**src/sv/rsd_pkg.sv**
```systemverilog
// Package with the payload types, internal stage types and constants of the rounded scaled divider.
package rsd_pkg;

    localparam int unsigned DataWidth  = 32;
    localparam int unsigned ExpWidth   = 6;
    localparam int unsigned ShiftWidth = 5;
    localparam logic [ExpWidth-1:0] ExpMin = ExpWidth'(1);
    localparam logic [ExpWidth-1:0] ExpMax = ExpWidth'(32);

    // One input item as it arrives on the command port.
    typedef struct packed {
        logic [DataWidth-1:0] dividend;
        logic [ExpWidth-1:0]  shift_exponent;
        logic [DataWidth-1:0] odd_factor;
        logic [DataWidth-1:0] product_factor_first;
        logic [DataWidth-1:0] product_factor_second;
    } rsd_in_t;

    // One result item as it leaves the block.
    typedef struct packed {
        logic [DataWidth-1:0] rounded_quotient;
        logic                 zero_divisor;
    } rsd_out_t;

    // Working set carried through the division stages.
    typedef struct packed {
        logic [DataWidth-1:0] num;
        logic [DataWidth-1:0] den;
        logic [DataWidth-1:0] rem;
        logic [DataWidth-1:0] quo;
        logic                 zero;
    } rsd_div_t;

endpackage

```
**src/sv/rsd_round.sv**
```systemverilog
// Output stage that rounds the quotient and handles the zero divisor.
module rsd_round (
    input  logic              clk,
    input  logic              rst_n,
    input  logic              in_valid,
    input  rsd_pkg::rsd_div_t in_data,
    output logic              out_valid,
    output rsd_pkg::rsd_out_t out_data
);
    import rsd_pkg::*;

    logic     valid_reg;
    rsd_out_t data_reg;
    rsd_out_t data_next;

    // Round up only when the remainder is strictly above half the divisor.
    always_comb
    begin
        data_next.zero_divisor = in_data.zero;
        if (in_data.zero)
        begin
            data_next.rounded_quotient = '0;
        end
        else if (in_data.rem > (in_data.den >> 1))
        begin
            data_next.rounded_quotient = in_data.quo + DataWidth'(1);
        end
        else
        begin
            data_next.rounded_quotient = in_data.quo;
        end
    end

    always_ff @(posedge clk or negedge rst_n)
    begin
        if (!rst_n)
        begin
            valid_reg <= 1'b0;
        end
        else
        begin
            valid_reg <= in_valid;
        end
    end

    always_ff @(posedge clk)
    begin
        data_reg <= data_next;
    end

    assign out_valid = valid_reg;
    assign out_data  = data_reg;

endmodule

```
**config.mk**
```make
export PLATFORM = sky130hd
export DESIGN_NAME = rsd_round
export DESIGN_NICKNAME = d
export VERILOG_FILES = /design/src/sv/rsd_pkg.sv /design/src/sv/rsd_round.sv
export SDC_FILE = /design/constraint.sdc
export NUM_CORES = 1
export LEC_CHECK = 0
export ABC_AREA = 1
export BUFFER_PORTS_ARGS = -buffer_cell sky130_fd_sc_hd__buf_4
export CAP_MARGIN = 20
export CORE_MARGIN = 2
export CORE_UTILIZATION = 45
export CTS_CLUSTER_DIAMETER = 40
export DETAILED_ROUTE_END_ITERATION = 8
export PLACE_DENSITY = 0.88
export SYNTH_ARGS = -nofsm -noshare
export SYNTH_HDL_FRONTEND = slang
export SYNTH_SLANG_ARGS = --single-unit
```
**constraint.sdc**
```tcl
create_clock -name clk -period 0.8 [get_ports clk]
set_input_delay 0.04 -clock clk [delete_from_list [all_inputs] [get_ports clk]]
set_output_delay 0.04 -clock clk [all_outputs]
set_load 0.03 [all_outputs]
```
* Word-level counts from Yosys, hierarchy flattened
Index checks and enable logic that the tools add are counted.
Widths: inputs -> output; s select.
** Word-level totals
- Bits of input ports :: 132
- Output and inout port bits :: 34
- Flip-flop bits (word level) :: 34
- Word-level logic and storage cells :: 6
** Cells by class
- Add/sub/neg operators :: 1
- Mux-type cells :: 1
- $lt $le $gt $ge :: 1
** Operators by type and width (count)
- $add 32x1->32 const B :: 1
- $gt 32x31->1 :: 1
- $mux 32 :: 1

* Logic depth before layout (Yosys ltp)
- Depth in word-level cells :: 2
- Gate-level depth with buffers :: 17
- Mapped depth without buffers :: 16

* Worst setup path before layout
Ideal clock, no wire load.
- Path kind :: input to register
- Start :: in in_data[93] (netlist name)
- End :: reg data_reg, in the netlist out_data[5]
- Arrival time :: 1.260 ns
- Slack :: -0.575 ns
- Library setup time :: 0.115 ns
- Stages on the path :: 12
- Cell sequence :: inv_1 -> ha_1 -> nand2_1 -> nor2_1 -> nand2_1 -> nor2_2 -> nand2_1 -> nand2_4 -> buf_4 -> nand3_1 -> nand2_1 -> nor2_1
** On the way
- Longest elaborated chain between the ends :: 2
** Ends and longest elaborated chain
- start: declaration :: RTL line rsd_round.sv:6 : input rsd_pkg::rsd_div_t in_data,
- $gt 32x31->1 :: RTL line rsd_round.sv:24 : else if (in_data.rem > (in_data.den >> 1))
- $mux 32 :: RTL line rsd_round.sv:24
- end signal: assignment :: RTL line rsd_round.sv:48 : data_reg <= data_next;
- end: declaration :: RTL line rsd_round.sv:13 : rsd_out_t data_reg;
No other way between the ends.
A chain may end at the register's enable or synchronous reset.

* Worst setup path in the final report
- Start :: in in_data[67] (netlist name)
- End :: reg data_reg, in the netlist out_data[2]
The elaborated chain is that of the path after synthesis.

==> impl_metrics.py <==
metrics = {
    "critical_path": {
        "cp_common_cell": "nand2_1",
        "cp.required_ps": 1040,
        "cp_slowest_cell": "ha_4",
        "arrival_ps": 1810,
        "cp_top_family": "simple AND/OR/NAND/NOR gates",
        "startpoint_type": "primary input",
        "cp_max_fo": 7,
        "critPathKind": "primary input to register",
        "crit_path_cell_trace": "buf_6 > inv_4 > ha_4 > nand2_2 > nand2_2 > nand2_1 > nand2_1 > nand2_1 > nand2_1 > nand2_1 > nand2_2 > nand2_4 > nand2_8 > buf_16 > nand3_2 > nand2_1 > nor2_1",
        "crit_buf_inv": 3,
        "slowest_delay_ps": 190,
        "crit_path_end_kind": "register",
    },
    "synth": {
        "mappedNetlistNets": 609,
        "yosysTopAreaCell": "dfxtp_1",
        "ys_ff_latch": 34,
        "syn_area_per_cell_um2": 6.36,
        "yosysWarningCount": 0,
        "syn-cell-area_mm2": 0.00283,
        "postSynthCellCount": 445,
        "synth.yosys.seq_area_share_pct": 24.2,
        "synth.distinct_cells": 31,
        "netlist_top_cells_area": "dfxtp_1 23%, ha_1 14%, nand2_1 14%",
        "yosys.area.top_type_share_pct": 23.4,
    },
    "timing": {
        "fin_ws_ps": -775,
        "max-slew-margin-rel_pct": 66.5,
        "fmax_ghz": 0.635,
        "finalHoldViolations": 0,
        "drv_slew": 0,
        "post-route-period-util_pct": 197,
        "worst_slew_pin_slew_ps": 500,
        "setup_violations": 63,
        "rsz0062_at_grt": "true",
        "min_period_ps": 1570,
    },
    "die": {
        "die-area_mm2": 0.00694,
        "rows": 28,
        "core-area_mm2": 0.00599,
        "pin_count": 166,
        "die_y_um": 83.3,
        "die_w_um": 83.3,
        "start_util_pct": 47.2,
    },
    "grt": {
        "antenna_found_initial": 0,
        "grt_pass1_wl_um": 18100,
        "globalRouteOverflowTotal": 0,
        "grt_pass1_vias": 4053,
        "grt_use_total_pct": 31.9,
        "grt_max_degree": 33,
    },
    "routing": {
        "first_pass_iters": 7,
        "route.final.wire_length_um": 18100,
        "vias": 4578,
        "ant_nets": 0,
        "routedWlPerCell_um": 25.5,
        "drt-initial-drc-count": 575,
        "via_per_inst": 6.43,
        "drc_errors": 0,
    },
    "final_layout": {
        "layout.nets": 800,
        "fin_area_mm2": 0.00583,
        "n_antenna_cell": 0,
        "fin_cells": 712,
        "syn_to_final_growth_pct": 106,
        "drive_gt1_share_pct": 68.4,
    },
    "clock_tree": {
        "cts_tree": "yes",
        "cts_root_buf": "clkbuf_8",
        "h-tree-depth": 2,
        "cts_buffer_depth": 2,
        "clk_pin_slew_worst_paths_ps": 90,
        "clock-sinks": 34,
        "numCtsBuffers": 5,
    },
    "run": {
        "maxCapViolCount": 0,
    },
    "placed_design": {
        "place.gp.congestion": 0.902,
        "dp_hpwl_um": 7280,
        "dp.cells": 691,
        "dpl_cell_area_mm2": 0.00469,
        "port_buffers": 132,
    },
    "power_and_ir_drop": {
        "power.density_mw_per_mm2": 1130,
        "design_power_total_mw": 6.60,
        "ir_drop_mv": 1.23,
        "p_leak_nw": 2.73,
    },
    "status": {
        "violations": "negative setup slack",
        "outcome": "finished with violations",
    },
    "hold_path": {
        "worstHoldPathType": "primary input to register",
    },
}
[sequential cells by signal, indices dropped and copies added, names as in the netlist]
name,flops
out_data,33
out_valid,1
[per-layer routing]
| layer | global-route usage (%) | wire length, um | up-vias |
|---|---|---|---|
| met1 | 32.8 | 5300 | 2031 |
| met3 | 5.86 | 1980 | 231 |
| met4 | 15.1 | 2320 | 0 |
| met5 | 0 | 0 | - |
| li1 | - | - | 1799 |
| met2 | 61.2 | 8540 | 517 |
[cell usage after synthesis]
master    number
nand3b_4       1
a21oi_2        1
nand3b_2       1
nand3_1       45
nand3b_1       1
o21a_1         2
o21ai_1        1
nand4_4        1
dfxtp_1       33
nand3_2        2
nor2_2        13
nor3_4         2
buf_4          2
nor2_4         1
nand2_2        3
nor2_1        64
nor3b_1        1
inv_2          3
nand2_4        1
o21ai_0        1
ha_1          32
a21o_1         1
nand2_1      106
a21oi_1       44
or3_1          2
buf_6          4
dfrtp_1        1
nand4_1        1
buf_1          3
nor3_1         3
inv_1         69
[power breakdown]
group	internal (mW)	switching, mW	total, mW
Clock	0.919	0.798	1.72
Combinational	1.42	1.59	3.01
Sequential	1.81	0.0602	1.87
[kinds of logic (layout without fill, tap and decap cells)]
family | count (synthesis) | in the layout | share of synthesized area (%)
AOI/OAI and AO/OA | 50 | 50 | 9.24
adders and majority gates | 32 | 32 | 14.2
buffers and inverters | 81 | 272 | 12.1
DFF | 34 | 34 | 24.2
and+or+nand+nor | 248 | 249 | 40.3
[stage by stage]
stage                     setup TNS, ps  hold slack (ps)  util (%)  setup slack, ps
after detailed placement         -26090             -185      78.3             -865
final                            -21850             2.28      97.3             -775
after global placement           -24370             -185      78.3             -868
after global routing             -25220             22.4      97.3             -908
after floorplan                  -16750             -256         -             -537
after CTS                        -15370             3.15      88.2             -543
[worst min-delay path: cells and delay by family]
kind | cells | cell delay, ps
AO/OA/AOI/OAI | 1 | 40
AND/OR/NAND/NOR | 1 | 90
buffers and inverters | 1 | 120
[placed cells by master, fill, tap and decap left out, types with 15 or more instances in the layout]
cell type	n
nor2_2	16
inv_1	38
ha_4	29
buf_6	53
nand3_2	31
a21oi_2	26
nor2_4	15
nor2_1	47
a21oi_1	15
buf_4	125
nand2_2	29
nand2_1	71
dfxtp_2	33
inv_2	22
[final cells by class]
class,count,area [um^2]
Inverter,72,323
Multi-Input combinational cell,331,2800
Tap cell,75,93.8
Timing Repair Buffer,192,1780
Clock buffer,5,68.8
Fill cell,92,161
Sequential cell,34,727
Clock inverter,3,40.0
[timing repair]
action                                  4_1_cts  5_1_grt
endpoints found under the setup margin       60       64
hold buffers                                  6        0
pin swaps                                     5       45
setup buffers                                 1        2
endpoints found under the hold margin         6        0
cloned                                        3        2
resized for setup                           104      133
[worst paths after layout]
path | cells after the start | from | slack, ps | end
min in group asynchronous | 2 | rst_n | 40 | out_valid
max in group asynchronous | 2 | rst_n | 680 | out_valid
worst min-delay path | 3 | in_data[7] | 2 | out_data[7]
worst max-delay path | 17 | in_data[67] | -770 | out_data[2]
No activity file was read; power rests on OpenSTA's default activity.
