### config.mk
export PLATFORM = sky130hd
export DESIGN_NAME = rsd_denom
export DESIGN_NICKNAME = d
export VERILOG_FILES = /design/src/sv/rsd_pkg.sv /design/src/sv/rsd_denom.sv
export SDC_FILE = /design/constraint.sdc
export NUM_CORES = 2
export LEC_CHECK = 0
export BUFFER_PORTS_ARGS = -buffer_cell sky130_fd_sc_hd__buf_2
export CAP_MARGIN = 20
export CORE_ASPECT_RATIO = 1.5
export CORE_MARGIN = 1.5
export CORE_UTILIZATION = 55
export CTS_CLUSTER_SIZE = 10
export DETAILED_ROUTE_END_ITERATION = 8
export PLACE_DENSITY = 0.77
export SYNTH_ARGS = -nofsm -noshare
export SYNTH_HDL_FRONTEND = slang
export SYNTH_SLANG_ARGS = --single-unit
### constraint.sdc
create_clock -name clk -period 8.4 [get_ports clk]
set_input_delay 0.42 -clock clk [delete_from_list [all_inputs] [get_ports clk]]
set_output_delay 0.42 -clock clk [all_outputs]
set_load 0.005 [all_outputs]
### src/sv/rsd_pkg.sv
// Package with the payload types, internal stage types and constants of the rounded scaled divider.
package rsd_pkg;

    localparam int unsigned DataWidth  = 32;
    localparam int unsigned ExpWidth   = 6;
    localparam int unsigned ShiftWidth = 5;
    localparam logic [ExpWidth-1:0] ExpMin = ExpWidth'(1);
    localparam logic [ExpWidth-1:0] ExpMax = ExpWidth'(32);

    // One input item as it arrives on the command port.
    typedef struct packed {
        logic [DataWidth-1:0] dividend;
        logic [ExpWidth-1:0]  shift_exponent;
        logic [DataWidth-1:0] odd_factor;
        logic [DataWidth-1:0] product_factor_first;
        logic [DataWidth-1:0] product_factor_second;
    } rsd_in_t;

    // One result item as it leaves the block.
    typedef struct packed {
        logic [DataWidth-1:0] rounded_quotient;
        logic                 zero_divisor;
    } rsd_out_t;

    // Working set carried through the division stages.
    typedef struct packed {
        logic [DataWidth-1:0] num;
        logic [DataWidth-1:0] den;
        logic [DataWidth-1:0] rem;
        logic [DataWidth-1:0] quo;
        logic                 zero;
    } rsd_div_t;

endpackage

### src/sv/rsd_denom.sv
// Two-stage front end that builds the wrapped 32-bit denominator.
module rsd_denom (
    input  logic              clk,
    input  logic              rst_n,
    input  logic              in_valid,
    input  rsd_pkg::rsd_in_t  in_data,
    output logic              out_valid,
    output rsd_pkg::rsd_div_t out_data
);
    import rsd_pkg::*;

    logic                  s1_valid_reg;
    logic                  s1_valid_next;
    logic [DataWidth-1:0]  s1_num_reg;
    logic [DataWidth-1:0]  s1_odd_reg;
    logic [DataWidth-1:0]  s1_prod_reg;
    logic [ShiftWidth-1:0] s1_shamt_reg;
    logic [DataWidth-1:0]  s1_odd_next;
    logic [DataWidth-1:0]  s1_prod_next;
    logic [ShiftWidth-1:0] s1_shamt_next;
    logic [ExpWidth-1:0]   exp_clamped;

    logic                  s2_valid_reg;
    rsd_div_t              s2_data_reg;
    rsd_div_t              s2_data_next;
    logic [DataWidth-1:0]  scaled_odd;
    logic [DataWidth-1:0]  den_full;

    // First stage: odd factor, the b*c+1 product and the clamped shift amount.
    always_comb
    begin
        s1_valid_next = in_valid;
        s1_odd_next   = {in_data.odd_factor[DataWidth-2:0], 1'b1};
        s1_prod_next  = DataWidth'(in_data.product_factor_first
                                   * in_data.product_factor_second) + DataWidth'(1);
        if (in_data.shift_exponent < ExpMin)
        begin
            exp_clamped = ExpMin;
        end
        else if (in_data.shift_exponent > ExpMax)
        begin
            exp_clamped = ExpMax;
        end
        else
        begin
            exp_clamped = in_data.shift_exponent;
        end
        s1_shamt_next = ShiftWidth'(exp_clamped - ExpMin);
    end

    always_ff @(posedge clk or negedge rst_n)
    begin
        if (!rst_n)
        begin
            s1_valid_reg <= 1'b0;
        end
        else
        begin
            s1_valid_reg <= s1_valid_next;
        end
    end

    always_ff @(posedge clk)
    begin
        s1_num_reg   <= in_data.dividend;
        s1_odd_reg   <= s1_odd_next;
        s1_prod_reg  <= s1_prod_next;
        s1_shamt_reg <= s1_shamt_next;
    end

    // Second stage: scale by the power of two, then multiply by the product term.
    always_comb
    begin
        scaled_odd         = s1_odd_reg << s1_shamt_reg;
        den_full           = DataWidth'(scaled_odd * s1_prod_reg);
        s2_data_next.num   = s1_num_reg;
        s2_data_next.den   = den_full;
        s2_data_next.rem   = '0;
        s2_data_next.quo   = '0;
        s2_data_next.zero  = (den_full == '0);
    end

    always_ff @(posedge clk or negedge rst_n)
    begin
        if (!rst_n)
        begin
            s2_valid_reg <= 1'b0;
        end
        else
        begin
            s2_valid_reg <= s1_valid_reg;
        end
    end

    always_ff @(posedge clk)
    begin
        s2_data_reg <= s2_data_next;
    end

    assign out_valid = s2_valid_reg;
    assign out_data  = s2_data_reg;

endmodule

Word-level counts from Yosys, hierarchy flattened

Cells that the tools add are included.

Register bits: 167
Output and inout bits: 130
Word-level logic and storage cells: 19

Add/sub/neg operators: 2
Multiply operators: 2
Order comparisons: 2
Shifts and indexed selects: 1
Mux-type cells: 2
Reduce and logical (&&, ||, !) cells: 1

Operators with widths:

| cell                    | count |
|---|---|
| $mul A32 B32 Y32        | 2 |
| $add A32 B1 Y32 const B | 1 |
| $logic_not A32 Y1       | 1 |
| $shl A32 B5 Y32         | 1 |
| $mux W5                 | 2 |
| $gt A6 B6 Y1 const B    | 1 |
| $lt A6 B1 Y1 const B    | 1 |
| $sub A5 B1 Y5 const B   | 1 |

Longest topological paths before layout

Depth after elaboration: 4
Mapped depth: 35
Gate-level depth less buffers: 30

Worst setup path before layout

OpenSTA, ideal clock, no wires.

Path type: reg-to-reg
Start: register s1_shamt_reg[1]
End: register s2_data_reg, in the netlist out_data[0]
Data arrival time: 8.799 ns
Required time: 8.312 ns
Slack: -0.486 ns
Cell stages (with the launch flop): 31
Cell sequence: dfxtp_1 > buf_6 > buf_4 > mux4_2 > or2_2 > a21oi_1 > o32ai_1 > clkbuf_1 > and2_1 > fa_1 > inv_1 > fa_1 > fa_1 > fa_1 > inv_1 > fa_1 > fa_1 > fa_1 > fa_1 > ha_1 > o21a_1 > nor2_1 > xnor2_1 > a2111oi_0 > nand2_1 > or4_1 > or4_1 > or4_1 > nor4_1 > nand3_1 > nor4_2

RTL lines:

| item                   | line            | source |
|---|---|---|
| from (decl)            | rsd_denom.sv:17 | `logic [ShiftWidth-1:0] s1_shamt_reg;` |
| from (signal assigned) | rsd_denom.sv:68 | `s1_shamt_reg <= s1_shamt_next;` |
| to (signal assigned)   | rsd_denom.sv:97 | `s2_data_reg <= s2_data_next;` |
| to (decl)              | rsd_denom.sv:24 | `rsd_div_t s2_data_reg;` |

==> results.md <==
- Util after Layout: 62.9%
- First DRT Iteration DRCs: 1436
- Syn avg cell area: 9.22 um^2
- First-pass GRT wire length: 167000 um
- Storage cell area: 3360 um^2
- Slowest CP cell: fa_1
- RSZ-0062 raised after global routing: yes
- Post-synthesis cell type count: 72
- Clock Tree Buf Depth: 2
- Worst Setup Start Kind: register
- Mapped cell area: 37300 um^2
- Relative slew slack: 29.7%
- TritonCTS clock tree: built
- Multi-input logic area: 30100 um^2
- Post-DP HPWL: 89600 um
- Worst slew pin tran: 1.05 ns
- Final hold vios: 0
- GRT Total Usage: 31.7%
- Fmax: 112 MHz
- Initial Util: 55.8%
- Count of maximum capacitance violations: 0
- Place WS: -0.822 ns
- Clock Sinks: 167
- DP Area: 40800 um^2
- # IOs: 267
- Grt total ovfl: 0
- Status: finished with violations
- DR vias/cell: 5.45
- Share of the synthesized area in the top cell type: 43.8%
- Die ar.: 69500 um^2
- Tmin final: 8.96 ns
- TritonCTS buffer count: 17
- Main synth FF type: dfxtp_1
- Initial antenna violation count: 1
- CP Capture Type: register
- Synth top area cells: fa_1 (44%), inv_1 (9.1%), dfxtp_1 (8.8%), ha_1 (8.3%), and2_1 (7.5%)
- Maximum fanout along the worst path: 6
- Die Ht: 322 um
- Largest net degree at the start of global routing: 32
- Post-route ant nets: 0
- FP Rows: 116
- Final setup fails: 2
- Max Slew Vio Count: 0
- Worst path bufs/invs: 5
- H-tree Lvls: 4
- Final Instance Area: 42100 um^2
- Max reg flops: 65
- Routability cong.: 0.958
- Yosys warning count: 0
- Via Count: 28796
- Mapped Cells: 4050
- Critical Path RT: 8.79 ns
- Period Utilization, post-route: 107%
- CP delay by family, top: adder cells
- PortBufs: 201
- Clk root buf: clkbuf_16
- Sequential fraction of the synthesis area: 8.98%
- P&R area growth vs syn: 12.7%
- DRT Pass-1 Iters: 5
- Total Routed Length: 107000 um
- Most frequent cells in the layout: inv_1 (902), fa_1 (802), nand2_1 (617)
- Synth Register Bits: 167
- Layout cells sized above 1: 15.8%
- Commonest non-fill, non-tap cell in the layout: inv_1
- Fin nets: 5584
- Failing checks: setup timing
- Ys async rst share: 1.20%
- Fill count: 5494
- Worst Clk Skew: 0.0103 ns
- DR WL/cell: 20.2 um
- Die W: 216 um
- Hold Path Class: input pin to register
- Setup CP Type: register to register
- DRC errors left: 0
- Worst-path clk slew: 0.08 ns
- WP data arrival: 9.35 ns
- Core Area: 66900 um^2
- Most numerous cell on the critical path: fa_1
- CP max stage delay: 0.57 ns
- Worst-skew pair later-pin latency: 0.47 ns
- Cell type with the largest total area after synthesis: fa_1
- Number of global-route vias before repair: 32482
- Worst Slack Setup Final: -0.562 ns
- Post-synth EDFFs: 0
-- repair_timing --
action,in CTS,in global routing
setup buffers,1,14
pin swaps,2,47
setup endpoints to repair,7,7
endpoints found under the hold margin,2,0
cloned,0,0
gates resized for setup,27,88
hold buffers,1,0
-- metal layers --
metal	GRT usage [%]	share of wire (%)	vias to the layer above
li1	-	-	12390
met1	30.0	31	14498
met2	60.1	54	1294
met3	3.43	5.1	614
met4	27.8	10	0
met5	0	0	-
-- stage by stage --
step	TNS, ns	hold WS, ns	std cells
after floorplan	-0.0954	0.124	4113
after global placement	-1.85	0.205	5233
after global routing	-1.48	0.0227	5282
after detailed placement	-2.25	0.208	5233
after CTS	-0.724	0.0253	5267
final	-0.679	0.0407	5282
-- layout make-up --
| cell class | count | share of cell area [%] |
|---|---|---|
| Inverter | 906 | 8.08 |
| Tap cell | 885 | 2.63 |
| Antenna cell | 1 | 0.00595 |
| Multi-Input combinational cell | 2776 | 71.4 |
| Sequential cell | 167 | 7.99 |
| Clock buffer | 17 | 1.01 |
| Timing Repair Buffer | 515 | 8.37 |
| Clock inverter | 15 | 0.461 |
-- cells by family after synthesis --
group / share of synthesized area (%)
xor+xnor: 4.25
mux: 2.78
buf+inv: 12.6
simple gates: 16.0
other cells: 0.0100
flops: 8.98
fa+ha+maj: 52.1
compound gates: 3.24
-- Yosys cell counts (all sizes together), types with 3 or more instances --
master,instances
clkbuf,179
a21o,17
xnor3,6
o31ai,4
a221o,3
inv,905
o21ai,34
fa,817
xnor2,132
o21a,5
mux2,9
nor4,8
a21boi,3
mux4,27
nor2b,9
and3,30
ha,247
buf,85
dfxtp,165
nor3b,4
mux2i,31
a31oi,4
or3,4
nor2,43
or2,4
a211oi,10
o22ai,5
and2,446
xor2,31
a311oi,4
or4,7
a21oi,63
nand2b,11
nor3,19
o21bai,16
nand3,14
nand2,618
-- final timing paths --
path	start	to	cells past startpoint	slack, ns
max in group asynchronous	rst_n	s1_valid_reg	2	8.04
setup reg to reg	s1_shamt_reg[1]	out_data[0]	30	-0.56
min in group asynchronous	rst_n	out_valid	2	0.26
setup / recovery	s1_shamt_reg[1]	out_data[0]	30	-0.56
hold reg to reg	s1_num_reg[16]	out_data[113]	0	0.32
hold / removal	in_data[115]	s1_num_reg[13]	1	0.04
Power is left out: the tool's default activity adds up to more than one toggle a clock period on the data nets, which glitch-free logic cannot reach.
