--- src/sv/rsd_pkg.sv ---
// Package with the payload types, internal stage types and constants of the rounded scaled divider.
package rsd_pkg;

    localparam int unsigned DataWidth  = 32;
    localparam int unsigned ExpWidth   = 6;
    localparam int unsigned ShiftWidth = 5;
    localparam logic [ExpWidth-1:0] ExpMin = ExpWidth'(1);
    localparam logic [ExpWidth-1:0] ExpMax = ExpWidth'(32);

    // One input item as it arrives on the command port.
    typedef struct packed {
        logic [DataWidth-1:0] dividend;
        logic [ExpWidth-1:0]  shift_exponent;
        logic [DataWidth-1:0] odd_factor;
        logic [DataWidth-1:0] product_factor_first;
        logic [DataWidth-1:0] product_factor_second;
    } rsd_in_t;

    // One result item as it leaves the block.
    typedef struct packed {
        logic [DataWidth-1:0] rounded_quotient;
        logic                 zero_divisor;
    } rsd_out_t;

    // Working set carried through the division stages.
    typedef struct packed {
        logic [DataWidth-1:0] num;
        logic [DataWidth-1:0] den;
        logic [DataWidth-1:0] rem;
        logic [DataWidth-1:0] quo;
        logic                 zero;
    } rsd_div_t;

endpackage

--- src/sv/rsd_div_step.sv ---
// One restoring division stage that settles a single quotient bit.
module rsd_div_step (
    input  logic              clk,
    input  logic              rst_n,
    input  logic              in_valid,
    input  rsd_pkg::rsd_div_t in_data,
    output logic              out_valid,
    output rsd_pkg::rsd_div_t out_data
);
    import rsd_pkg::*;

    logic                 valid_reg;
    rsd_div_t             data_reg;
    rsd_div_t             data_next;
    logic [DataWidth:0]   trial;
    logic [DataWidth+1:0] diff;

    // Bring down the next dividend bit and try to subtract the divisor.
    always_comb
    begin
        trial          = {in_data.rem, in_data.num[DataWidth-1]};
        diff           = {1'b0, trial} - {2'b00, in_data.den};
        data_next      = in_data;
        data_next.num  = {in_data.num[DataWidth-2:0], 1'b0};
        if (!diff[DataWidth+1])
        begin
            data_next.rem = diff[DataWidth-1:0];
            data_next.quo = {in_data.quo[DataWidth-2:0], 1'b1};
        end
        else
        begin
            data_next.rem = trial[DataWidth-1:0];
            data_next.quo = {in_data.quo[DataWidth-2:0], 1'b0};
        end
    end

    always_ff @(posedge clk or negedge rst_n)
    begin
        if (!rst_n)
        begin
            valid_reg <= 1'b0;
        end
        else
        begin
            valid_reg <= in_valid;
        end
    end

    always_ff @(posedge clk)
    begin
        data_reg <= data_next;
    end

    assign out_valid = valid_reg;
    assign out_data  = data_reg;

`ifndef NO_ASSERTIONS
    // The partial remainder must stay below a non-zero divisor after every step.
    a_rem_below_den: assert property (@(posedge clk) disable iff (!rst_n)
        valid_reg && !data_reg.zero |-> data_reg.rem < data_reg.den)
        else $error("partial remainder not below divisor");
`endif

endmodule

--- config.mk ---
export PLATFORM = sky130hd
export DESIGN_NAME = rsd_div_step
export DESIGN_NICKNAME = d
export VERILOG_FILES = /design/src/sv/rsd_pkg.sv /design/src/sv/rsd_div_step.sv
export SDC_FILE = /design/constraint.sdc
export NUM_CORES = 1
export LEC_CHECK = 0
export BUFFER_PORTS_ARGS = -buffer_cell sky130_fd_sc_hd__buf_2
export CAP_MARGIN = 20
export CORE_MARGIN = 1
export CORE_UTILIZATION = 41
export CTS_CLUSTER_DIAMETER = 150
export DETAILED_ROUTE_END_ITERATION = 8
export HOLD_SLACK_MARGIN = 0.12
export PLACE_DENSITY = 0.77
export SYNTH_ARGS = -nofsm -noshare
export SYNTH_HDL_FRONTEND = slang
export SYNTH_SLANG_ARGS = --single-unit
--- constraint.sdc ---
create_clock -name clk -period 0.8 [get_ports clk]
set_clock_uncertainty 0.2 [all_clocks]
set_input_delay 0.08 -clock clk [delete_from_list [all_inputs] [get_ports clk]]
set_output_delay 0.08 -clock clk [all_outputs]
set_load 0.02 [all_outputs]
# == Word level (Yosys, flattened, before mapping) ==
# Index checks and enable logic that the tools add are counted.
# totals
in_bits,132
regBits,129
# classes
n_mux,1
addsub,1
# ops
operator,count
two-way mux 64 bit,1
subtractor 33 x 32 -> 34 bit,1

# == Depth between registers and ports, before layout ==
# logic_depth
ltp_word,2
depth_mapped,12
ltp_nobuf,12

# == Least setup slack after synthesis ==
# Ideal clock, no wire load.
# synth_path
path_type,input to register
from,input port in_data[128] (netlist name)
to,"register data_reg, in the netlist out_data[61]"
arrival_time_ns,2.473
required_time_ns,0.479
stages,12
slack_ns,-1.995
path_cell_list,inv_1 ha_1 inv_1 fa_1 a211oi_1 o211a_1 o31ai_1 o41a_1 a41oi_1 o21ai_0 a21boi_0 mux2_4
# synth_lines
element,line_no,source
"start, declared",rsd_div_step.sv:6,"input rsd_pkg::rsd_div_t in_data,"
"end signal, assigned",rsd_div_step.sv:51,data_reg <= data_next;
"end, declared",rsd_div_step.sv:13,rsd_div_t data_reg;

==> flow_summary.rst <==
.. list-table::
   :header-rows: 1

   * - Metric
     - Value
   * - Run status
     - complete, but fails checks
   * - Violations in the final reports
     - negative hold slack, negative setup slack
   * - Mapped Nets
     - 617
   * - Final Net Count
     - 1112
   * - Drt pass-1 iters
     - 7
   * - Final routed wire length divided by cell count
     - 32.6 µm
   * - Number of clock buffers inserted by TritonCTS
     - 17
   * - Startpoint of the worst hold path
     - in_data[66]
   * - Min Tclk post-route
     - approximately 2.7 ns
   * - Cells on Worst Hold Path
     - 1
   * - Register area share after synthesis
     - 51.7%
   * - Endpoint of the worst hold-timing path
     - out_data[66]
   * - Signed area change from the synthesized netlist to the final layout
     - 114%
   * - Placer's final routability congestion estimate
     - roughly 0.87
   * - Total routing resource utilization after global routing
     - a little under half
   * - Layout cell share with drive strength beyond 1
     - 68.0%
   * - Number of levels in the clock H-tree
     - 4
   * - Critical path type
     - in -> reg
   * - Longest Clk Path Bufs
     - 2
   * - Total of max-cap violations
     - 0
   * - Cell mode on critical path
     - buf_12
   * - Pwr/cell area
     - 2230 nW/µm²
   * - DR vias/cell
     - 6.38
   * - Top cell family by delay on the critical path
     - compound AO/OA/AOI/OAI gates
   * - # setup viols final
     - 162
   * - Count of buffer and inverter cells on the critical path
     - 5
   * - Effective utilization at floorplan
     - 42.9%
   * - Core Region
     - 11700 µm²
   * - Yosys warnings
     - 0
   * - Total standard cell area after synthesis
     - 5010 µm²
   * - Asr flop ratio synth
     - 0.775%
   * - # IOs
     - roughly 260
   * - Most common cell after layout, fill and taps aside
     - buf_6
   * - Number of enable flip-flop cells after synthesis
     - 0
   * - Post-layout power
     - 0.0239 W
   * - FF+latch count, synth
     - roughly 130
   * - Maximum VDD drop
     - 1.83 mV
   * - CP max FO
     - 5
   * - Area enclosed by the die boundary
     - 12700 µm²
   * - Std-Cell Rows
     - 39
   * - Root buffer cell
     - clkbuf_16
   * - Crit start category
     - primary input
   * - Critical Path Slowest Stage Cell
     - a21o_1
   * - Main flop type after synthesis
     - dfxtp_1
   * - Violation count after the first detailed-routing iteration
     - 1071
   * - Count of unique library cells instantiated by Yosys
     - between 50 and 60
   * - Setup repair after global routing missed its margin
     - yes
   * - Highest cell delay on the worst timing path
     - around 0.39 ns
   * - Slew at the pin closest to its max-slew limit
     - 0.707 ns
   * - Clock input transition at the sequential cells of the worst setup and hold paths
     - about 0.070 ns
   * - Post-Synthesis Cells
     - about 450
   * - Nature of the critical path endpoint
     - register
   * - Most frequent cells in the layout
     - buf_6, dfxtp_2, buf_2
   * - Global route total overflow
     - 0
   * - Syn Area/Cell
     - 11.1 µm²
   * - Leakage Power
     - roughly 5.0 nW
   * - Hold crit path type
     - in -> reg
   * - Final hold slack
     - -0.417 ns
   * - Global-route wire length before repair
     - 42100 µm
   * - Worst setup slack after layout
     - -1.94 ns
   * - Relative slew margins
     - around 52%
   * - Clock tree from TritonCTS
     - done
   * - Number of sinks on the clock net
     - 129
   * - Final clock period utilization by the worst path
     - 343%
   * - Number of fillers in the final layout
     - 351
   * - DRT antenna net count
     - 0
   * - Required arrival time at the worst endpoint
     - 0.91 ns
   * - Pin count of the biggest net entering global routing
     - 17
   * - Worst EP arrival
     - 2.85 ns
   * - Die boundary width
     - around 110 µm
   * - Worst path cell trace
     - buf_2 > inv_1 > ha_1 > a21o_1 > a21oi_4 > o21ai_2 > nor2_4 > o21bai_4 > a21oi_4 > a31oi_4 > buf_12 > buf_12 > buf_12 > mux2_4
   * - Die Span Y
     - 113 µm
   * - Via count
     - 7055
   * - Antenna violations before repair
     - 3
   * - Fmax achieved
     - 365 MHz
   * - Final number of max-transition violations
     - 0
   * - Fin Setup TNS
     - -108.99 ns
   * - Detailed-route wire length
     - 36100 µm
   * - HPWL reported at the end of detailed placement
     - about 13000 µm
   * - Fin. Hold Viols
     - 32
   * - Number of buffers added on ports
     - 259
   * - Number of global-route vias before repair
     - 6793
   * - Drt drc
     - 0
cells in the mapped netlist (2+ instances only):
library cell | n | share of area, %
mux2_4 | 25 | 7.5
o21bai_1 | 3 | 0.45
nand2_1 | 23 | 1.7
a211oi_1 | 5 | 0.75
a21o_1 | 7 | 1.0
nor3_1 | 6 | 0.60
or2_2 | 3 | 0.37
xor2_1 | 7 | 1.2
a31oi_1 | 3 | 0.37
and4_1 | 2 | 0.35
or3_1 | 3 | 0.37
o211ai_1 | 4 | 0.60
nand3_1 | 5 | 0.50
inv_1 | 41 | 3.1
nor2_1 | 16 | 1.2
and3_1 | 6 | 0.75
nand2b_1 | 4 | 0.50
dfxtp_1 | 128 | 51
mux2_2 | 2 | 0.45
a21oi_1 | 32 | 3.2
xnor2_1 | 17 | 3.0
buf_6 | 6 | 1.3
a41oi_1 | 2 | 0.35
nand4_1 | 6 | 0.75
o21a_1 | 6 | 0.90
o21ai_0 | 17 | 1.7
mux2i_1 | 6 | 1.2
nor2b_1 | 3 | 0.37
ha_1 | 32 | 8.0
o31ai_1 | 5 | 0.75
a21boi_0 | 2 | 0.30
buf_4 | 2 | 0.30
layout make-up:
cell class	count	area [µm²]	share of cell area, %
diodes	3	7.51	0.0701
clock buffers	20	447	4.17
clock inverters	12	133	1.24
inverters	41	186	1.74
multi-input cells	273	2700	25.2
flip-flops and latches	129	2750	25.7
well taps	143	179	1.67
repair buffers	485	4300	40.2
routing by layer:
layer | global-route usage, % | up-vias | part of all wire, %
met5 | 0 | - | 0.32
met4 | 34.0 | 4 | 12
met3 | 16.4 | 368 | 15
met2 | 75.1 | 867 | 42
met1 | 47.2 | 3235 | 30
li1 | - | 2581 | -
registers in the layout, indices dropped and copies added, names as in the netlist:
signal and count:
out_data 128, out_valid 1
repair_timing:
| item | 4_1_cts | 5_1_grt |
|---|---|---|
| buffers inserted | 24 | 13 |
| gates cloned | 3 | 0 |
| endpoints found under the hold margin | 129 | 53 |
| pin swaps | 19 | 22 |
| hold buffers | 96 | 2 |
| endpoints found under the setup margin | 162 | 163 |
| resized for setup | 447 | 87 |
worst max path at each step:
| stage | to | from | depth (start not counted) | slack, ns |
|---|---|---|---|---|
| 2_1_floorplan | out_data[36] | in_data[86] | 12 | -1.83 |
| 3_3_place_gp | out_data[61] | in_data[128] | 13 | -2.05 |
| 3_5_place_dp | out_data[59] | in_data[65] | 12 | -2.09 |
| 4_1_cts | out_data[57] | in_data[128] | 13 | -1.52 |
| 5_1_grt | out_data[36] | in_data[70] | 14 | -2.04 |
| 6_report | out_data[36] | in_data[70] | 14 | -1.94 |
logic make-up after synthesis:
family / after synthesis / share of synthesized area [%]
DFF: 129 / 51.7
AOI/OAI and AO/OA: 102 / 13.7
and+or+nand+nor: 80 / 7.97
buffers and inverters: 50 / 4.82
adders and majority gates: 33 / 8.40
muxes: 33 / 9.15
xor gates and xnor gates: 24 / 4.20
other: 1 / 0.0749
power breakdown:
group	total, W	switching (W)	leakage (nW)	internal [W]
logic	0.00807	0.00411	3.68	0.00396
clock network	0.00816	0.00347	0.277	0.00469
registers	0.00766	0.000474	1.09	0.00719
total	0.0239	0.00805	5.05	0.0158
through the flow:
stage,util (%),std cells,area [µm²],worst slack [ns]
2_1_floorplan,-,452,5130,-1.83
3_3_place_gp,62.2,941,7250,-2.05
3_5_place_dp,62.2,941,7250,-2.09
4_1_cts,88.6,1096,10300,-1.52
5_1_grt,91.8,1105,10700,-2.04
6_report,91.8,1106,10700,-1.94
(Power assumes the default switching activity.)
